### src/design/jfs_pkg.sv
// jfs_pkg: shared types and constants of the jpeg frame size scanner
// marker byte codes, stop cause codes and the result record
// no dependencies
package jfs_pkg;

  // marker bytes
  localparam logic [7:0] MrkPrefix = 8'hFF;
  localparam logic [7:0] MrkSoi    = 8'hD8;
  localparam logic [7:0] MrkEoi    = 8'hD9;
  localparam logic [7:0] MrkTem    = 8'h01;
  localparam logic [7:0] MrkRstLo  = 8'hD0;
  localparam logic [7:0] MrkRstHi  = 8'hD7;
  localparam logic [7:0] MrkSof0   = 8'hC0;
  localparam logic [7:0] MrkSof2   = 8'hC2;

  // why the scan ended
  typedef enum logic [2:0] {
    CauseFound = 3'd0,
    CauseStart = 3'd1,
    CauseEoi   = 3'd2,
    CauseLen   = 3'd3,
    CauseData  = 3'd4
  } cause_e;

  // one result beat
  typedef struct packed {
    logic        found;
    logic [15:0] width;
    logic [15:0] height;
    cause_e      cause;
  } res_t;

endpackage : jfs_pkg

### src/design/jpeg_frame_size_scanner.sv
// jpeg_frame_size_scanner: walks the marker segments of a jpeg byte stream
// and reports the frame dimensions from the first sof0/sof2 header
// depends on jfs_pkg
//
// result path: the result goes into the output register, or into the skid entry while out_stall_i holds the output
// throughput: one byte per cycle while the skid entry is empty; the walk state updates in a single pass
// a two-entry output (result register plus skid) lets bytes flow while a result waits
// reset (rst_ni low, asynchronous): scan expects the start marker, size register is 0
module jpeg_frame_size_scanner #(
  parameter int POSITION_BITS = 16
) (
  input  logic              clk_i,
  input  logic              rst_ni,
  // configuration write channel
  input  logic              cfg_valid_i,
  output logic              cfg_ready_o,
  input  logic [15:0]       cfg_data_i,
  // byte input channel
  input  logic              in_valid_i,
  output logic              in_stall_o,
  input  logic [7:0]        data_byte_i,
  input  logic              start_of_image_i,
  // result channel
  output logic              out_valid_o,
  input  logic              out_stall_i,
  output logic              found_o,
  output logic [15:0]       width_o,
  output logic [15:0]       height_o,
  output jfs_pkg::cause_e   stop_cause_o
);
  import jfs_pkg::*;

  localparam int PB   = POSITION_BITS;
  // wide enough for position + length + 2 against the 16-bit size
  localparam int CmpW = ((PB > 16) ? PB : 16) + 2;

  // scan phases
  localparam logic [2:0] PhSoi0  = 3'd0;
  localparam logic [2:0] PhSoi1  = 3'd1;
  localparam logic [2:0] PhHead  = 3'd2;
  localparam logic [2:0] PhMark  = 3'd3;
  localparam logic [2:0] PhLenHi = 3'd4;
  localparam logic [2:0] PhLenLo = 3'd5;
  localparam logic [2:0] PhSkip  = 3'd6;
  localparam logic [2:0] PhFrame = 3'd7;

  logic [15:0]   size_q;
  logic [PB-1:0] pos_q, pos_d;
  logic [2:0]    phase_q, phase_d;
  logic [PB-1:0] mpos_q, mpos_d;
  logic [7:0]    code_q, code_d;
  logic [15:0]   seg_q, seg_d;
  logic [15:0]   skip_q, skip_d;
  logic [15:0]   hgt_q, hgt_d;
  logic          fin_q, fin_d;

  logic          accept;
  logic          emit;
  res_t          res;
  logic [PB-1:0] pos_eff;
  logic [2:0]    phase_eff;
  logic          fin_eff;
  logic [15:0]   len_full;
  logic [15:0]   skip_dec;
  logic [PB-1:0] off;
  logic [CmpW-1:0] size_ext;
  logic [CmpW-1:0] pos_ext;
  logic [CmpW-1:0] seg_end;

  logic          out_valid_q, out_valid_d;
  res_t          out_q, out_d;
  logic          skid_valid_q, skid_valid_d;
  res_t          skid_q, skid_d;
  logic          take;

  // configuration register, always ready
  assign cfg_ready_o = 1'b1;

  always_ff @(posedge clk_i or negedge rst_ni) begin
    if (!rst_ni) begin
      size_q <= '0;
    end else if (cfg_valid_i && cfg_ready_o) begin
      size_q <= cfg_data_i;
    end
  end

  // input handshake: only a full skid holds off new bytes
  assign in_stall_o = skid_valid_q;
  assign accept     = in_valid_i && !in_stall_o;

  // start flag restarts the scan on this byte
  assign pos_eff   = start_of_image_i ? '0 : pos_q;
  assign phase_eff = start_of_image_i ? PhSoi0 : phase_q;
  assign fin_eff   = start_of_image_i ? 1'b0 : fin_q;

  // shared arithmetic for the checks
  assign len_full = {seg_q[15:8], data_byte_i};
  assign skip_dec = skip_q - 16'd1;
  assign off      = pos_eff - mpos_q;
  assign size_ext = CmpW'(size_q);
  assign pos_ext  = CmpW'(pos_eff);
  assign seg_end  = CmpW'(mpos_q) + CmpW'(2) + CmpW'(len_full);

  // segment walk
  always_comb begin
    pos_d   = pos_q;
    phase_d = phase_q;
    mpos_d  = mpos_q;
    code_d  = code_q;
    seg_d   = seg_q;
    skip_d  = skip_q;
    hgt_d   = hgt_q;
    fin_d   = fin_q;
    emit    = 1'b0;
    res     = '{found: 1'b0, width: 16'd0, height: 16'd0, cause: CauseStart};

    if (accept) begin
      if (start_of_image_i) begin
        pos_d   = '0;
        phase_d = PhSoi0;
        fin_d   = 1'b0;
      end
      if (!fin_eff) begin
        pos_d = pos_eff + PB'(1);
        unique case (phase_eff)
          PhSoi0: begin
            if (size_q < 16'd4 || data_byte_i != MrkPrefix) begin
              emit      = 1'b1;
              res.cause = CauseStart;
            end else begin
              phase_d = PhSoi1;
            end
          end
          PhSoi1: begin
            if (data_byte_i != MrkSoi) begin
              emit      = 1'b1;
              res.cause = CauseStart;
            end else begin
              phase_d = PhHead;
            end
          end
          PhHead: begin
            if (pos_ext + CmpW'(8) >= size_ext) begin
              emit      = 1'b1;
              res.cause = CauseData;
            end else if (data_byte_i == MrkPrefix) begin
              mpos_d  = pos_eff;
              phase_d = PhMark;
            end
          end
          PhMark: begin
            if (data_byte_i == MrkEoi) begin
              emit      = 1'b1;
              res.cause = CauseEoi;
            end else if (data_byte_i == MrkTem ||
                         (data_byte_i >= MrkRstLo && data_byte_i <= MrkRstHi)) begin
              phase_d = PhHead;
            end else begin
              code_d  = data_byte_i;
              phase_d = PhLenHi;
            end
          end
          PhLenHi: begin
            seg_d   = {data_byte_i, 8'd0};
            phase_d = PhLenLo;
          end
          PhLenLo: begin
            seg_d = len_full;
            if (len_full < 16'd2 || seg_end > size_ext) begin
              emit      = 1'b1;
              res.cause = CauseLen;
            end else if ((code_q == MrkSof0 || code_q == MrkSof2) && len_full >= 16'd7) begin
              phase_d = PhFrame;
            end else begin
              skip_d  = len_full - 16'd2;
              phase_d = (len_full == 16'd2) ? PhHead : PhSkip;
            end
          end
          PhSkip: begin
            skip_d = skip_dec;
            if (skip_dec == 16'd0) begin
              phase_d = PhHead;
            end
          end
          PhFrame: begin
            // height at offsets 5 and 6, width at 7 and 8 from the marker
            priority if (off == PB'(5)) begin
              hgt_d = {data_byte_i, 8'd0};
            end else if (off == PB'(6)) begin
              hgt_d = hgt_q | {8'd0, data_byte_i};
            end else if (off == PB'(7)) begin
              seg_d = {data_byte_i, 8'd0};
            end else if (off >= PB'(8)) begin
              emit       = 1'b1;
              res.found  = 1'b1;
              res.width  = seg_q | {8'd0, data_byte_i};
              res.height = hgt_q;
              res.cause  = CauseFound;
            end
          end
        endcase
        if (emit) begin
          fin_d = 1'b1;
        end
      end
    end
  end

  always_ff @(posedge clk_i or negedge rst_ni) begin
    if (!rst_ni) begin
      pos_q   <= '0;
      phase_q <= PhSoi0;
      mpos_q  <= '0;
      code_q  <= '0;
      seg_q   <= '0;
      skip_q  <= '0;
      hgt_q   <= '0;
      fin_q   <= 1'b0;
    end else begin
      pos_q   <= pos_d;
      phase_q <= phase_d;
      mpos_q  <= mpos_d;
      code_q  <= code_d;
      seg_q   <= seg_d;
      skip_q  <= skip_d;
      hgt_q   <= hgt_d;
      fin_q   <= fin_d;
    end
  end

  // result register with skid entry
  assign take = out_valid_q && !out_stall_i;

  always_comb begin
    out_valid_d  = out_valid_q;
    out_d        = out_q;
    skid_valid_d = skid_valid_q;
    skid_d       = skid_q;
    if (take || !out_valid_q) begin
      out_valid_d  = skid_valid_q || emit;
      out_d        = skid_valid_q ? skid_q : res;
      skid_valid_d = 1'b0;
    end else if (emit) begin
      skid_valid_d = 1'b1;
      skid_d       = res;
    end
  end

  always_ff @(posedge clk_i or negedge rst_ni) begin
    if (!rst_ni) begin
      out_valid_q  <= 1'b0;
      skid_valid_q <= 1'b0;
    end else begin
      out_valid_q  <= out_valid_d;
      skid_valid_q <= skid_valid_d;
    end
  end

  always_ff @(posedge clk_i) begin
    out_q  <= out_d;
    skid_q <= skid_d;
  end

  assign out_valid_o  = out_valid_q;
  assign found_o      = out_q.found;
  assign width_o      = out_q.width;
  assign height_o     = out_q.height;
  assign stop_cause_o = out_q.cause;

  // checks
  a_skid_behind_out: assert property (@(posedge clk_i) disable iff (!rst_ni)
    skid_valid_q |-> out_valid_q)
    else $error("skid entry held without a result in the output register");

  a_emit_marks_done: assert property (@(posedge clk_i) disable iff (!rst_ni)
    emit |=> fin_q)
    else $error("result given but stream not marked finished");

  a_found_cause: assert property (@(posedge clk_i) disable iff (!rst_ni)
    (out_valid_q && found_o) |-> (stop_cause_o == CauseFound))
    else $error("found result with a failure cause");

  a_miss_zero_dims: assert property (@(posedge clk_i) disable iff (!rst_ni)
    (out_valid_q && !found_o) |-> (width_o == 16'd0 && height_o == 16'd0 &&
                                   stop_cause_o != CauseFound))
    else $error("missed frame with non-zero dimensions");

  a_no_emit_when_done: assert property (@(posedge clk_i) disable iff (!rst_ni)
    (accept && fin_q && !start_of_image_i) |-> !emit)
    else $error("second result for one stream");

endmodule : jpeg_frame_size_scanner
### config.mk
export PLATFORM = sky130hd
export DESIGN_NAME = jpeg_frame_size_scanner
export DESIGN_NICKNAME = d
export VERILOG_FILES = /design/src/design/jfs_pkg.sv /design/src/design/jpeg_frame_size_scanner.sv
export SDC_FILE = /design/constraint.sdc
export NUM_CORES = 1
export LEC_CHECK = 0
export ABC_AREA = 1
export BUFFER_PORTS_ARGS = -buffer_cell sky130_fd_sc_hd__buf_2
export CORE_ASPECT_RATIO = 0.9
export CORE_MARGIN = 1
export CORE_UTILIZATION = 50
export CTS_BUF_LIST = sky130_fd_sc_hd__clkbuf_16
export DETAILED_ROUTE_END_ITERATION = 8
export PLACE_DENSITY_LB_ADDON = 0.2
export SETUP_SLACK_MARGIN = 0.3
export SLEW_MARGIN = 20
export SYNTH_ARGS = -nofsm -noshare
export SYNTH_HDL_FRONTEND = slang
export SYNTH_SLANG_ARGS = --single-unit
### constraint.sdc
create_clock -name clk_i -period 7.1 [get_ports clk_i]
set_input_delay 1.42 -clock clk_i [delete_from_list [all_inputs] [get_ports clk_i]]
set_output_delay 1.42 -clock clk_i [all_outputs]
set_load 0.02 [all_outputs]
==> results of run 1 <==
layer usage:
| metal | vias to the layer above | track usage (%) | wire length, um |
|---|---|---|---|
| met5 | - | 0 | 0 |
| met4 | 0 | 6.37 | 354 |
| met3 | 33 | 4.67 | 1940 |
| met2 | 301 | 39.5 | 12100 |
| met1 | 4361 | 36.6 | 13400 |
| li1 | 4670 | - | - |
kinds of logic after synthesis:
family / Yosys count
other: 1
adder cells (fa/ha/maj): 85
AO/OA/AOI/OAI: 207
flip-flops: 181
XOR/XNOR: 64
AND/OR/NAND/NOR: 623
multiplexers: 1
buffers and inverters: 224
final timing paths:
path	from	endpoint
min in group asynchronous	rst_ni	pos_q[15]$_DFFE_PN0P_
min reg2reg	seg_q[2]$_DFFE_PN0P_	seg_q[2]$_DFFE_PN0P_
max reg2reg	mpos_q[1]$_DFFE_PN0P_	skid_q[32]$_DFFE_PP_
max in group asynchronous	rst_ni	seg_q[4]$_DFFE_PN0P_
min	seg_q[2]$_DFFE_PN0P_	seg_q[2]$_DFFE_PN0P_
max	data_byte_i[1]	skid_q[32]$_DFFE_PP_
cell usage in the layout, fill, tap and decap left out, types with 7 or more instances in the layout:
cell type / count
clkbuf_16: 17
nor4_1: 10
o21ai_1: 12
edfxtp_1: 72
nand3_1: 54
inv_2: 9
xnor2_1: 22
buf_2: 66
nand4_1: 40
nor3_1: 15
o31ai_1: 7
a31oi_1: 7
nor2_1: 136
xor2_1: 42
nor2_2: 7
buf_4: 8
inv_1: 177
nand2_1: 336
nand2_2: 7
clkinv_8: 8
o21ai_0: 96
a21oi_1: 57
ha_1: 83
dfrtp_1: 109
power groups by stage:
stage	Sequential (mW)	Combinational (mW)	Clock, mW
floorplan	1.50	0.683	0
global placement	1.45	1.01	0
detailed placement	1.45	1.03	0
CTS	1.43	1.04	1.03
global route	1.45	1.18	1.07
finish	1.43	1.04	1.02
state kept, by name, indices dropped and copies added, names as in the netlist:
name and count:
stop_cause_o 3, out_valid_o 1, width_o 16, phase_q 3
size_q 16, hgt_q 16, mpos_q 16, height_o 16
fin_q 1, in_stall_o 1, seg_q 16, pos_q 16
code_q 7, skid_q 36, found_o 1, skip_q 16
tightest hold or removal path: cells and delay by family (launching register included):
family	cells	cell delay, ns
AND/OR/NAND/NOR	2	0.10
flip-flops	1	0.35
final cells by class:
type / instances / area (um2) / share of cell area, %
multi-input combinational: 981 / 5490 / 44.0
sequential: 181 / 4890 / 39.2
inverter: 186 / 698 / 5.60
clock buffer: 17 / 425 / 3.41
timing repair buffer: 74 / 390 / 3.13
tap: 291 / 364 / 2.92
clock inverter: 15 / 221 / 1.78
==> qor.yml, run 1 <==
final_layout:
  nFillCells: 2040
  fin_area_um2: 12500
  syn_to_final_growth_pct: 10.6
  utilization_pct: 57.0
  fin_nets: 1556
  drive_above_1_share_pct: 9.90
  diodes: 0
  layoutNonFillerInstCount: 1745
power_and_ir_drop:
  power_density_nw_per_um2: 280
  power_mw: 3.49
  max-vdd-ir-drop_mv: 0.139
  p_sw_share_pct: 39.4
  p_comb_share_pct: 29.9
  p_sw_mw: 1.38
  clkPwrFrac_pct: 29.1
  seqPwrFrac_pct: 41.1
  power_leakage_nw: 6.08
  internal_power_mw: 2.12
clock_tree:
  cts_buffer_depth: 2
  holdBufCountCts: 0
  cts_resized: 0
  clkSinkCount: 181
  worst_skew_pair.late_latency_ns: 0.46
  clk_pin_slew_ns: 0.09
  post_cts_buffers: 0
  cts_tree: "built"
  cts_buffers: 17
  htreeDepth: 4
  clockRootBuffer: "clkbuf_16"
drt:
  wirelength_mm: 27.8
  first_iter_violations: 942
  routed-via-count: 9365
  dr.pass1.iters: 6
  viasPerCell: 5.37
  drcViolationCount: 0
  wl_per_cell_um: 15.9
  final_antenna_net_count: 0
place:
  post-dp-hpwl_mm: 20.7
  portBuffers: 67
  dpl-instance-area_um2: 11800
  post-place-ws_ns: 0.955
  routabilityCongestion: 0.949
  dp.cells: 1713
run_status:
  status: "finished clean"
logic_synthesis:
  synth_xor_area_share_pct: 4.97
  synthArstFlopShare_pct: 60.2
  synth_edf_count: 72
  ys_seq_area_share_pct: 43.3
  synth.area.mux_share_pct: 0.0998
  synth_top_area_cell: "dfrtp_1"
  synthTopCellsByArea: "dfrtp_1, edfxtp_1, nand2_1, ha_1, inv_1"
  synth_fa_ha_area_share_pct: 9.56
  syn-cell-area_um2: 11300
  synth-compound-area-share_pct: 10.2
  synth_ff_type: "dfrtp_1"
  synth.avg_cell_area_um2: 8.14
  ys_warn_count: 0
  synth_cell_types: 47
  synth_commonest_cells: "nand2_1, inv_1, nor2_1"
  ys_ff_latch: 181
  synth_top_area_share_pct: 24.2
  yosysMostFrequentCell: "nand2_1"
  syn_nets: 1501
  synth_top_family_by_area: "simple AND/OR/NAND/NOR gates"
  synthCells: 1386
  synthSimpleGateAreaFrac_pct: 23.7
hold_path:
  hold_path.class: "flop to flop"
  whs_path_depth: 2
worst_setup_path:
  crit_fanout: 33
  reg2reg_depth: 27
  endpoint_kind: "flop"
  crit_path_max_incr_delay_ns: 0.45
  rrSetupSlack_ns: 2.22
  start_kind: "input pin"
  worst-setup-path-type: "input pin to flop"
  cp.required_ns: 7.20
  crit_family: "simple AND/OR/NAND/NOR gates"
  critPathSlowestCell: "o21ai_0"
  worstPathArrival_ns: 5.82
  cp_num_buf_inv: 6
  cpMostUsedCell: "nand2_1"
  cp.depth: 28
timing:
  fmax_ghz: 0.175
  setup_viol: 0
  fin_skew_ns: 0.0175
  period_needed_ns: 5.73
  setup_slack_ns: 1.37
  hold_viol_final: 0
  setup_tns_ns: 0
  tightest_slew_ns: 1.03
  slew_violations: 0
  period_share_pct: 80.7
  slew_headroom_pct: 31.5
  rsz0062_at_grt: "no"
  whs_ns: 0.480
floorplanning:
  die_w_um: 160
  core_area_um2: 21900
  ios: 69
  num_rows: 51
  die_y_um: 144
  initial_core_util_pct: 51.5
  die_area_um2: 23200
global_routing:
  grt_max_degree: 76
  grt_pass1_vias: 8779
  grt_pass1_wl_mm: 45.7
  overflow: 0
  track_usage_pct: 25.4
  antenna_found_initial: 0
run:
  cap_violations: 0
(Power assumes the default switching activity.)
==> inputs of run 2 (changes only) <==
--- a/config.mk
+++ b/config.mk
@@ -5,7 +5,7 @@
 export SDC_FILE = /design/constraint.sdc
 export NUM_CORES = 1
 export LEC_CHECK = 0
-export ABC_AREA = 1
+export ABC_AREA = 0
 export BUFFER_PORTS_ARGS = -buffer_cell sky130_fd_sc_hd__buf_2
 export CORE_ASPECT_RATIO = 0.9
 export CORE_MARGIN = 1
==> constraint.sdc (replaced) <==
create_clock -name clk_i -period 5.9 [get_ports clk_i]
set_input_delay 1.18 -clock clk_i [delete_from_list [all_inputs] [get_ports clk_i]]
set_output_delay 1.18 -clock clk_i [all_outputs]
set_load 0.02 [all_outputs]
==> qor.yml, run 2 <==
drt:
  routed-via-count: 9013
  wirelength_mm: 28.7
  wl_per_cell_um: 18.1
  dr.pass1.iters: 5
  wl_met1_mm: 13.3
  final_antenna_net_count: 0
  viasPerCell: 5.69
  drcViolationCount: 0
  wl_met3_mm: 1.41
  first_iter_violations: 785
  met2_length_mm: 13.3
  highest_layer: "met4"
logic_synthesis:
  synth_top_area_share_pct: 24.6
  ys_seq_area_share_pct: 44.0
  synthSimpleGateAreaFrac_pct: 17.6
  synth_commonest_cells: "nand2_1, dfrtp_1, nor2_1"
  yosysMostFrequentCell: "nand2_1"
  synthArstFlopShare_pct: 60.2
  synth_edf_count: 72
  syn-cell-area_um2: 11100
  synth_cell_types: 77
  synth_top_area_cell: "dfrtp_1"
  synth.area.mux_share_pct: 3.97
  synth_fa_ha_area_share_pct: 9.71
  synthCells: 1182
  synth_ff_type: "dfrtp_1"
  ys_warn_count: 0
  synthTopCellsByArea: "dfrtp_1, edfxtp_1, ha_1, nand2_1, o21ai_0"
  synth-compound-area-share_pct: 15.0
  synth.avg_cell_area_um2: 9.40
  ys_ff_latch: 181
  synth_xor_area_share_pct: 4.73
  synth_top_family_by_area: "simple AND/OR/NAND/NOR gates"
  syn_nets: 1297
floorplanning:
  die_area_um2: 22800
  ios: 69
  initial_core_util_pct: 51.2
  die_y_um: 143
  core_area_um2: 21700
  num_rows: 51
  die_w_um: 159
worst_setup_path:
  crit_start: "data_byte_i[2]"
  r2r-end: "skid_q[13]$_DFFE_PP_"
  rrSetupSlack_ns: 0.50
  r2r-start: "mpos_q[3]$_DFFE_PN0P_"
  endpoint_kind: "flop"
  crit_chain: "buf_2 > ha_4 > ha_1 > a211o_1 > o211ai_1 > a21oi_2 > o41ai_2 > o21bai_1 > a21oi_2 > o21bai_1 > a21oi_1 > xnor2_1 > ha_1 > nand4_1 > nor4_4 > and2_4 > o2111ai_2 > a211o_1 > a211o_1 > a2111o_1 > nor2_4 > nor3_4 > buf_12 > buf_12"
  worstPathArrival_ns: 5.88
  crit_end: "skid_q[13]$_DFFE_PP_"
  worst-setup-path-type: "input pin to flop"
  cp.required_ns: 6.11
  reg2reg_depth: 23
  critPathSlowestCell: "a2111o_1"
  start_kind: "input pin"
  cpMostUsedCell: "a211o_1"
  crit_path_max_incr_delay_ns: 0.47
  crit_fanout: 7
place:
  post-dp-hpwl_mm: 21.1
  routabilityCongestion: 0.942
  dpl-instance-area_um2: 12100
  portBuffers: 67
  dp.cells: 1541
clock_tree:
  holdBufCountCts: 0
  clk_pin_slew_ns: 0.08
  cts_tree: "built"
  clockRootBuffer: "clkbuf_16"
  cts_buffers: 17
  worst_skew_pair.late_latency_ns: 0.44
  clkSinkCount: 181
  htreeDepth: 4
  cts_buffer_depth: 2
timing:
  setup_viol: 0
  slew_violations: 0
  period_needed_ns: 5.67
  tightest_slew_ns: 0.976
  whs_ns: 0.477
  fmax_ghz: 0.176
  hold_viol_final: 0
  period_share_pct: 96.1
  fin_skew_ns: 0.0173
  slew_headroom_pct: 34.9
  rsz0062_at_grt: "yes"
final_layout:
  largest_reg_flops: 36
  diodes: 0
  syn_to_final_growth_pct: 17.1
  utilization_pct: 60.0
  nFillCells: 1854
  final_cell_mix: "nand2_1, dfrtp_1, nor2_1"
  seqCellArea_um2: 4890
  largest_register: "skid_q"
  final_common_cell: "nand2_1"
  multi_input_area_um2: 5830
  fin_area_um2: 13000
  layoutNonFillerInstCount: 1585
  drive_above_1_share_pct: 17.6
  fin_nets: 1396
global_routing:
  grt_pass1_vias: 8532
  overflow: 0
  track_usage_pct: 25.8
  grt_pass1_wl_mm: 45.6
  antenna_found_initial: 0
  grt_max_degree: 59
hold_path:
  whs_path_depth: 2
  hold_path.class: "flop to flop"
run_status:
  status: "finished clean"
power_and_ir_drop:
  power_density_nw_per_um2: 330
  power_leakage_nw: 5.79
  max-vdd-ir-drop_mv: 0.189
  power_mw: 4.30
run:
  cap_violations: 0
-- run 2: cell types whose count changed in the layout (fill, tap and decap cells not counted), moves of 16 or more --
cell	delta
mux2_2	+31
nand4_1	-17
xor2_1	-23
nand2_1	-193
xnor2_1	+19
nor2b_1	+20
nand3_1	-19
buf_4	+44
nor2_1	-32
nor3_1	+16
inv_1	-92
-- run 2: metrics by stage --
stage                     setup TNS (ns)  setup WS, ns
after floorplan                   -0.108      -0.00301
after global placement             -4.88        -0.169
after detailed placement          -10.24        -0.301
after CTS                              0         0.270
after global routing              -0.547       -0.0231
final                                  0         0.228
-- run 2: per-layer routing --
metal / up-vias / track usage, %
li1: 4398 / -
met1: 4317 / 35.8
met2: 260 / 41.9
met3: 38 / 3.84
met4: 0 / 8.10
met5: - / 0
-- run 2: worst max-delay path, delay by kind of cell --
family                   cells  cell delay, ns
buffers and inverters        3            0.47
XOR/XNOR                     1            0.10
AND/OR/NAND/NOR              5            0.88
adder cells (fa/ha/maj)      3            0.83
AO/OA/AOI/OAI               12            2.41
-- run 2: cells by family after synthesis --
| family | Yosys count |
|---|---|
| AOI/OAI and AO/OA | 258 |
| adders and majority gates | 85 |
| muxes | 40 |
| xor gates and xnor gates | 60 |
| and+or+nand+nor | 418 |
| buffers and inverters | 139 |
| DFF | 181 |
| other | 1 |
-- run 2: what timing repair did --
action | 4_1_cts | 5_1_grt
setup buffers | 3 | 5
endpoints found under the hold margin | 0 | 0
pin swaps | 18 | 18
setup endpoints to repair | 36 | 57
resized for setup | 16 | 12
gates cloned | 3 | 1
-- run 2: how the worst min path moves through the flow --
stage / startpoint / endpoint / slack, ns
floorplan: pos_q[1]$_DFFE_PN0P_ / pos_q[1]$_DFFE_PN0P_ / 0.44
finish: pos_q[1]$_DFFE_PN0P_ / pos_q[1]$_DFFE_PN0P_ / 0.48
global route: hgt_q[0]$_DFFE_PN0P_ / hgt_q[0]$_DFFE_PN0P_ / 0.51
CTS: pos_q[1]$_DFFE_PN0P_ / pos_q[1]$_DFFE_PN0P_ / 0.48
detailed placement: pos_q[1]$_DFFE_PN0P_ / pos_q[1]$_DFFE_PN0P_ / 0.46
global placement: pos_q[1]$_DFFE_PN0P_ / pos_q[1]$_DFFE_PN0P_ / 0.45
-- run 2: final cells by class --
type	instances	area share, %
clock buffer	17	3.27
clock inverter	15	1.53
inverter	89	2.60
multi-input combinational	862	44.8
sequential	181	37.6
tap	291	2.80
timing repair buffer	130	7.38
-- run 2: power by group --
part / total, mW / switching, mW / internal [mW]
sequential: 1.76 / 0.207 / 1.56
clock: 1.18 / 0.593 / 0.584
combinational: 1.36 / 0.806 / 0.553
total: 4.30 / 1.61 / 2.69
==> inputs of run 3 (changes only) <==
--- a/config.mk
+++ b/config.mk
@@ -7,9 +7,11 @@
 export LEC_CHECK = 0
 export ABC_AREA = 0
 export BUFFER_PORTS_ARGS = -buffer_cell sky130_fd_sc_hd__buf_2
+export CELL_PAD_IN_SITES_DETAIL_PLACEMENT = 1
+export CELL_PAD_IN_SITES_GLOBAL_PLACEMENT = 1
 export CORE_ASPECT_RATIO = 0.9
 export CORE_MARGIN = 1
-export CORE_UTILIZATION = 50
+export CORE_UTILIZATION = 48
 export CTS_BUF_LIST = sky130_fd_sc_hd__clkbuf_16
 export DETAILED_ROUTE_END_ITERATION = 8
 export PLACE_DENSITY_LB_ADDON = 0.2
==> qor.yml, run 3 (synthesis gave the netlist of run 2 again) <==
run_status:
  status: "finished clean"
clock_tree:
  clkSinkCount: 181
  holdBufCountCts: 0
  cts_buffer_depth: 2
  cts_buffers: 17
  cts_tree: "built"
  clockRootBuffer: "clkbuf_16"
  worst_skew_pair.late_latency_ns: 0.45
  clk_pin_slew_ns: 0.08
  htreeDepth: 4
hold_path:
  hold_path_startpoint: "hgt_q[4]$_DFFE_PN0P_"
  hold_path.class: "flop to flop"
worst_setup_path:
  crit_start: "data_byte_i[1]"
  start_kind: "input pin"
  cp.required_ns: 6.12
  r2r-end: "skid_q[12]$_DFFE_PP_"
  endpoint_kind: "flop"
  reg2reg_depth: 27
  r2r-start: "mpos_q[1]$_DFFE_PN0P_"
  rrSetupSlack_ns: 0.50
  crit_fanout: 5
  crit_end: "skid_q[12]$_DFFE_PP_"
  worst-setup-path-type: "input pin to flop"
  worstPathArrival_ns: 5.97
floorplanning:
  die_y_um: 146
  die_area_um2: 23700
  core_area_um2: 22600
  num_rows: 52
  ios: 69
  initial_core_util_pct: 49.2
  die_w_um: 162
timing:
  rsz0062_at_grt: "yes"
  fin_skew_ns: 0.0202
  tightest_slew_ns: 1.05
  period_needed_ns: 5.75
  fmax_ghz: 0.174
  setup_tns_ns: 0
  period_share_pct: 97.5
  slew_headroom_pct: 30.1
  hold_viol_final: 0
  slew_violations: 0
  setup_viol: 0
  whs_ns: 0.514
global_routing:
  track_usage_pct: 30.5
  grt_pass1_wl_mm: 55.6
  grt_max_degree: 59
  overflow: 0
  grt_pass1_vias: 10100
  antenna_found_initial: 0
drt:
  highest_layer: "met4"
  first_iter_violations: 806
  viasPerCell: 5.92
  routed-via-count: 9483
  met2_length_mm: 17.3
  final_antenna_net_count: 0
  dr.pass1.iters: 5
  wl_met1_mm: 15.3
  wirelength_mm: 35.1
  wl_met3_mm: 1.45
  wl_per_cell_um: 21.9
  drcViolationCount: 0
power_and_ir_drop:
  power_density_nw_per_um2: 334
  p_comb_share_pct: 32.5
  clkPwrFrac_pct: 26.9
  max-vdd-ir-drop_mv: 0.208
  power_leakage_nw: 5.86
  p_sw_mw: 1.69
  seqPwrFrac_pct: 40.6
  internal_power_mw: 2.69
  p_sw_share_pct: 38.5
place:
  routabilityCongestion: 0.863
  portBuffers: 67
  post-dp-hpwl_mm: 24.9
  dp.cells: 1553
final_layout:
  largest_reg_flops: 36
  syn_to_final_growth_pct: 17.8
  final_cell_mix: "nand2_1, dfrtp_1, nor2_1"
  drive_above_1_share_pct: 18.3
  final_common_cell: "nand2_1"
  diodes: 0
  largest_register: "skid_q"
  fin_nets: 1408
  layoutNonFillerInstCount: 1603
run:
  cap_violations: 0
run 3: cell count changes in the layout (fill, tap and decap cells not counted), sizes merged:
cell | before | now
clkbuf | 18 | 19
inv | 93 | 94
buf | 129 | 140
clkinv | 10 | 9
run 3: what timing repair did:
item | CTS | global route
endpoints found under the setup margin | 39 | 57
gates resized for setup | 15 | 6
pin swaps | 7 | 3
cloned | 2 | 2
setup buffers | 8 | 6
run 3: routing by layer:
metal / vias to the layer above / global-route usage, %
met3: 76 / 5.06
met2: 257 / 52.1
li1: 4410 / -
met4: 0 / 9.62
met1: 4740 / 39.2
met5: - / 0
run 3: how the worst min path moves through the flow:
stage / endpoint / depth (start not counted)
6_report: hgt_q[4]$_DFFE_PN0P_ / 1
5_1_grt: hgt_q[4]$_DFFE_PN0P_ / 1
4_1_cts: hgt_q[0]$_DFFE_PN0P_ / 1
3_5_place_dp: hgt_q[3]$_DFFE_PN0P_ / 1
3_3_place_gp: pos_q[1]$_DFFE_PN0P_ / 2
2_1_floorplan: pos_q[1]$_DFFE_PN0P_ / 2
run 3: power by group through the flow:
| stage | combinational [mW] | clock [mW] | sequential, mW |
|---|---|---|---|
| after global placement | 1.26 | 0 | 1.78 |
| after detailed placement | 1.32 | 0 | 1.79 |
| after floorplan | 0.802 | 0 | 1.81 |
| after CTS | 1.37 | 1.19 | 1.77 |
| after global routing | 1.54 | 1.24 | 1.80 |
| final | 1.42 | 1.18 | 1.78 |
run 3: through the flow:
stage               util [%]  setup WS, ns  instance area (um2)  power [mW]
floorplan                  -      -0.00301                11200        2.61
global placement        53.9        -0.146                12200        3.04
CTS                     57.4         0.262                13000        4.33
detailed placement      53.9        -0.289                12200        3.11
global route            58.0       -0.0237                13100        4.58
finish                  58.0         0.146                13100        4.37
run 3: layout make-up:
class / instances / area [um2]
Multi-Input combinational cell: 862 / 5810
Tap cell: 297 / 372
Clock inverter: 15 / 180
Inverter: 89 / 338
Sequential cell: 181 / 4890
Clock buffer: 17 / 425
Timing Repair Buffer: 142 / 1060
Fill cell: 2534 / 9490
run 3: critical path, stage by stage:
cell	delay, ns
buf_8	0.08
clkinvlp_4	0.10
ha_4	0.22
inv_2	0.07
ha_4	0.14
inv_2	0.04
fa_2	0.36
nor2b_4	0.14
o2111ai_2	0.12
nand4_1	0.13
a31oi_1	0.10
o21bai_1	0.22
a31oi_1	0.14
buf_4	0.17
buf_4	0.13
xnor2_2	0.12
ha_1	0.32
nand2_2	0.09
nor4_4	0.29
and2_4	0.20
o2111ai_2	0.10
a211o_1	0.25
a211o_1	0.30
a2111o_1	0.42
nor2_4	0.13
nor3_4	0.06
buf_12	0.17
clkbuf_16	0.16
